File: config.mk
export PLATFORM = sky130hd
export DESIGN_NAME = cnv_lane
export DESIGN_NICKNAME = d
export VERILOG_FILES = /design/src/design/assert_macros.svh /design/src/design/cnv_pkg.sv /design/src/design/cnv_lane.sv
export SDC_FILE = /design/constraint.sdc
export NUM_CORES = 2
export LEC_CHECK = 0
export ABC_CLOCK_PERIOD_IN_PS = 4600
export BUFFER_PORTS_ARGS = -buffer_cell sky130_fd_sc_hd__buf_4
export CAP_MARGIN = 30
export CORE_AREA = 2 2 310 312
export DETAILED_ROUTE_END_ITERATION = 8
export DIE_AREA = 0 0 312 314
export GPL_TIMING_DRIVEN = 0
export MAX_ROUTING_LAYER = met4
export PLACE_DENSITY = 0.79
export SLEW_MARGIN = 10
export SYNTH_ARGS = -nofsm -noshare
export SYNTH_HDL_FRONTEND = slang
export SYNTH_SLANG_ARGS = --single-unit
File: constraint.sdc
create_clock -name clk -period 4.6 [get_ports clk]
set_input_delay 0.23 -clock clk [delete_from_list [all_inputs] [get_ports clk]]
set_output_delay 0.23 -clock clk [all_outputs]
set_load 0.03 [all_outputs]
File: src/design/assert_macros.svh
`ifndef ASSERT_MACROS_SVH
`define ASSERT_MACROS_SVH

// Concurrent check on the rising clock edge, switched off while reset is high.
`define ASSERT_AT_CLK(label, prop, msg) \
  label: assert property (@(posedge clk) disable iff (rst) (prop)) else $error(msg);

// Next-cycle implication that also holds through reset.
`define ASSERT_NEXT(label, ante, cons, msg) \
  label: assert property (@(posedge clk) (ante) |=> (cons)) else $error(msg);

`endif

File: src/design/cnv_pkg.sv
package cnv_pkg;

  // Frame geometry and coefficient format.
  localparam int MAX_WIDTH       = 1024;
  localparam int MAX_HEIGHT      = 1024;
  localparam int COEFF_FRAC_BITS = 8;

  localparam int COL_W = $clog2(MAX_WIDTH);
  localparam int ROW_W = $clog2(MAX_HEIGHT);

  // Pixel and arithmetic widths.
  localparam int CH_W   = 8;
  localparam int PIX_W  = 3 * CH_W;
  localparam int TAP_W  = 16;
  localparam int PROD_W = TAP_W + CH_W;
  localparam int SUM_W  = PROD_W + 4;

  // Register file.
  localparam int WIDTH_REG_W = 11;
  localparam int COEFF_REG_W = 3 * TAP_W;
  localparam int APB_DATA_W  = 64;
  localparam int APB_ADDR_W  = 5;
  localparam int REG_IDX_W   = 2;

  localparam logic [REG_IDX_W-1:0] REG_IMAGE_WIDTH = 2'd0;
  localparam logic [REG_IDX_W-1:0] REG_COEFF_TOP   = 2'd1;
  localparam logic [REG_IDX_W-1:0] REG_COEFF_MID   = 2'd2;
  localparam logic [REG_IDX_W-1:0] REG_COEFF_BOT   = 2'd3;

  localparam logic [WIDTH_REG_W-1:0] WIDTH_RESET     = 11'd640;
  localparam logic [COEFF_REG_W-1:0] COEFF_MID_RESET = 48'd256;

  // Coefficient rows, index 0 is the top row.
  typedef logic [2:0][COEFF_REG_W-1:0] coeff_set_t;

  // Completed 3x3 window handed from the line buffer to the lanes.
  typedef struct packed {
    logic                             valid;
    logic [ROW_W-1:0]                 row;
    logic [COL_W-1:0]                 col;
    logic [2:0][2:0][PIX_W-1:0]       pix;
  } win_t;

  // Row counter step, wrapping after the last supported row.
  function automatic logic [ROW_W-1:0] next_row(input logic [ROW_W-1:0] r);
    logic [ROW_W-1:0] n;
    if (r == ROW_W'(MAX_HEIGHT - 1)) begin
      n = '0;
    end else begin
      n = r + ROW_W'(1);
    end
    return n;
  endfunction

endpackage

File: src/design/cnv_lane.sv
module cnv_lane (
  input  logic                                 clk,
  input  logic                                 adv,
  input  logic [2:0][2:0][cnv_pkg::CH_W-1:0]   px,
  input  cnv_pkg::coeff_set_t                  coeff,
  output logic [cnv_pkg::CH_W-1:0]             result
);

  localparam int CH_W   = cnv_pkg::CH_W;
  localparam int TAP_W  = cnv_pkg::TAP_W;
  localparam int PROD_W = cnv_pkg::PROD_W;
  localparam int SUM_W  = cnv_pkg::SUM_W;
  localparam logic signed [SUM_W-1:0] CH_MAX = SUM_W'((1 << CH_W) - 1);

  logic signed [PROD_W-1:0] tap_x [3][3];
  logic signed [PROD_W-1:0] px_x  [3][3];
  logic signed [PROD_W-1:0] prod  [3][3];
  logic signed [SUM_W-1:0]  prod_x [3][3];
  logic signed [SUM_W-1:0]  row_sum [3];
  logic signed [SUM_W-1:0]  total;
  logic signed [SUM_W-1:0]  scaled;

  // Operands widened to the product width, taps sign extended.
  always_comb begin
    for (int r = 0; r < 3; r++) begin
      for (int k = 0; k < 3; k++) begin
        tap_x[r][k]  = PROD_W'($signed(coeff[r][TAP_W*k +: TAP_W]));
        px_x[r][k]   = PROD_W'({1'b0, px[r][k]});
        prod_x[r][k] = SUM_W'(prod[r][k]);
      end
    end
  end

  // Nine multipliers, registered.
  always_ff @(posedge clk) begin
    if (adv) begin
      for (int r = 0; r < 3; r++) begin
        for (int k = 0; k < 3; k++) begin
          prod[r][k] <= tap_x[r][k] * px_x[r][k];
        end
      end
    end
  end

  // Row sums.
  always_ff @(posedge clk) begin
    if (adv) begin
      for (int r = 0; r < 3; r++) begin
        row_sum[r] <= prod_x[r][0] + prod_x[r][1] + prod_x[r][2];
      end
    end
  end

  // Final sum, scaling and saturation to the channel range.
  assign total  = row_sum[0] + row_sum[1] + row_sum[2];
  assign scaled = total >>> cnv_pkg::COEFF_FRAC_BITS;

  always_ff @(posedge clk) begin
    if (adv) begin
      if (total <= SUM_W'(0)) begin
        result <= '0;
      end else if (scaled > CH_MAX) begin
        result <= '1;
      end else begin
        result <= scaled[CH_W-1:0];
      end
    end
  end

endmodule

==> flow_metrics.env <==
export IMPL_path_clk_slew_ns=0.06
export IMPL_drt_initial_drc_count=2088
export IMPL_max_slew_margin_pct=46.0
export IMPL_initial_core_util_pct=58.7
export IMPL_p_leak_nw=30.4
export IMPL_crit_arrival_ns=4.87
export IMPL_crit_type="in2reg"
export IMPL_routabilityCongestion=0.911
export IMPL_slew_viol_final=0
export IMPL_hold_path_class="in2reg"
export IMPL_synth_edf_count=302
export IMPL_synth_seq_cells=302
export IMPL_root_buffer="clkbuf_16"
export IMPL_worst_ep_required_time_ns=4.86
export IMPL_grt_pass1_wl_um=206000
export IMPL_finalPower_mw=48.3
export IMPL_yosysSeqAreaShare_pct=16.4
export IMPL_insertion_delay_ns=0.56
export IMPL_postLayoutCoreUtil_pct=64.5
export IMPL_die_area_um2=98000
export IMPL_fin_skew_ns=0.0275
export IMPL_crit_slowest_cell="fa_1"
export IMPL_numCtsBuffers=34
export IMPL_port_buffers=225
export IMPL_status="finished with violations"
export IMPL_violations="negative setup slack"
export IMPL_critPathMostFrequentCell="fa_1"
export IMPL_drt_wl_total_um=121000
export IMPL_h_tree_depth=2
export IMPL_clock_sinks=302
export IMPL_rsz0062_at_grt="yes"
export IMPL_fp_row_count=113
export IMPL_fp_coreArea_um2=94400
export IMPL_dieHeight_um=314
export IMPL_cp_max_fo=7
export IMPL_startpoint="px[0]"
export IMPL_grt_max_degree=107
export IMPL_setup_viol=1
export IMPL_routed_wire_length_per_instance_um=16.5
export IMPL_nFillCells=7545
export IMPL_first_global_vias=41800
export IMPL_yosysUniqueCellTypes=73
export IMPL_vias=39100
export IMPL_regArea_um2=9070
export IMPL_ctsHoldBuffers=0
export IMPL_crit_chain="buf_8 > clkbuf_16 > nand2_2 > fa_1 > inv_2 > fa_1 > fa_1 > inv_1 > fa_1 > inv_2 > ha_4 > o21a_1 > o21ai_1 > nand2b_1 > o41a_1 > a41oi_2 > a2111oi_4 > nor3_2 > o41ai_2 > a21oi_2 > xnor2_2"
export IMPL_overflow=0
export IMPL_syn_nets=7512
export IMPL_drive_above_1_share_pct=8.07
export IMPL_ys_warn_count=0
export IMPL_syn_mean_instance_area_um2=9.60
export IMPL_power_density_nw_per_um2=792
export IMPL_remaining_drc_errors=0
export IMPL_antenna_found_initial=8
export IMPL_clockBufferDepth=3
export IMPL_irDropWorstVdd_mv=0.574
export IMPL_ios=226
export IMPL_fin_ws_ns=-0.00815
export IMPL_grtUsageTotal_pct=26.6
export IMPL_fin_nets=7777
export IMPL_final_hold_violation_count=0
export IMPL_synth_area_um2=55400
export IMPL_rr_startpoint="row_sum[0][57]$_DFFE_PP_"
export IMPL_dp_hpwl_um=103000
export IMPL_synthFlopType="edfxtp_1"
export IMPL_worst_pin_slew_ns=0.810
export IMPL_synth_async_reset_ratio_pct=0
export IMPL_die_w_um=312
export IMPL_critical_path_top_delay_family="adder cells"
export IMPL_hp_start="coeff[64]"
export IMPL_worstSetupEndpointType="register"
export IMPL_regToRegSetupSlack_ns=0.31
export IMPL_maxCapViolCount=0
export IMPL_cts_tree="done"
export IMPL_viasPerCell=5.32
export IMPL_multi_input_comb_area_um2=41400
export IMPL_drtAntennaViolNets=0
export IMPL_dr_pass1_iters=5
export IMPL_worstSetupStartpointType="input port"
export IMPL_area_delta_synth_final_pct=9.94
export IMPL_timing_critical_path_buf_inv=5
export IMPL_fin_crit_sh_pct=100
export IMPL_syn_inst=5771
export IMPL_period_needed_ns=4.61
export IMPL_max_stage_delay_ns=0.54
export IMPL_max_freq_ghz=0.217
-- final timing paths --
path              depth (start not counted)                      end
hold / removal                            2    prod[1][24]$_DFFE_PP_
hold reg to reg                           2  row_sum[0][1]$_DFFE_PP_
setup / recovery                         21    prod[0][71]$_DFFE_PP_
setup reg to reg                         14  result[1]$_SDFFCE_PP0P_
-- Yosys cell counts (all sizes together), types with 7 or more instances --
cell | number | area share (%)
xor2 | 47 | 0.74
a31oi | 14 | 0.19
nor2 | 163 | 1.1
or3 | 20 | 0.23
nor3b | 8 | 0.11
or2 | 10 | 0.11
o41ai | 9 | 0.20
nand3 | 59 | 0.53
a31o | 7 | 0.11
nor2b | 32 | 0.36
o31ai | 10 | 0.16
clkbuf | 75 | 0.51
nor3 | 66 | 0.60
and2 | 646 | 7.3
o21bai | 16 | 0.22
o21ai | 114 | 1.0
a21oi | 145 | 1.3
a21o | 60 | 0.82
nand2b | 23 | 0.26
a211o | 11 | 0.17
and3 | 24 | 0.27
o21a | 20 | 0.27
xnor2 | 195 | 3.1
nand2 | 633 | 4.3
a21boi | 29 | 0.39
ha | 521 | 12
fa | 1002 | 36
edfxtp | 302 | 16
nand4 | 13 | 0.17
a211oi | 22 | 0.32
inv | 1401 | 9.5
-- logic make-up after synthesis --
kind of cell | Yosys count | share of synthesized area, %
muxes | 5 | 0.0903
AOI/OAI and AO/OA | 503 | 6.10
and+or+nand+nor | 1719 | 15.7
adders and majority gates | 1523 | 48.0
xor gates and xnor gates | 242 | 3.82
DFF | 302 | 16.4
buffers and inverters | 1477 | 10.0
-- layout by cell type (no fill, tap or decap), types with 58 or more instances in the layout --
master    Yosys  routed
a21o_1       59      59
a21oi_1     140     122
and2_1      646     636
buf_4         0     244
edfxtp_1    302     302
fa_1       1002     997
ha_1        521     509
inv_1      1401    1394
nand2_1     633     630
nand3_1      59      58
nor2_1      163     163
nor3_1       66      63
o21ai_0     105      81
xnor2_1     195     190
-- repair_timing --
item,CTS,global route
buffers inserted,5,27
pin swaps,17,73
gates cloned,0,0
endpoints found under the setup margin,25,45
resized for setup,45,146
-- registers in the layout, indices dropped and copies added (netlist names) --
register	cells
row_sum	78
prod	216
result	8
-- power by group --
part           internal [mW]  switching (mW)  total (mW)  leakage, nW
registers               6.49            1.04        7.53         2.95
clock network           1.64            1.17        2.81        0.556
logic                   16.4            21.5        37.9         26.9
-- metal layers --
metal  part of all wire [%]  global-route usage [%]  vias to the layer above
met5                      0                       -                        -
met4                    2.5                    6.88                        0
met3                    5.2                    3.14                      226
met2                     51                    45.7                     1005
met1                     41                    33.6                    19600
li1                       -                       -                    18200
-- stage by stage --
step	instance area [um2]	setup slack, ns	instances	hold slack (ns)	setup TNS, ns
floorplan	55700	-0.0716	5771	0.342	-0.143
global placement	59000	-1.07	7261	0.603	-30.62
detailed placement	59100	-1.11	7263	0.603	-36.93
CTS	60300	-0.00864	7311	0.0208	-0.00864
global route	60900	-0.149	7335	0.0380	-0.265
finish	60900	-0.00815	7335	0.0402	-0.00815
-- area by class of cell --
cell class | count | share of cell area, %
sequential | 302 | 14.9
inverter | 1401 | 8.63
timing repair buffer | 259 | 3.39
antenna | 8 | 0.0329
buffer | 46 | 0.593
tap | 1265 | 2.60
clock buffer | 38 | 1.46
clock inverter | 24 | 0.419
multi-input combinational | 3992 | 68.0
Note: power is estimated with default switching activity, not from simulation.
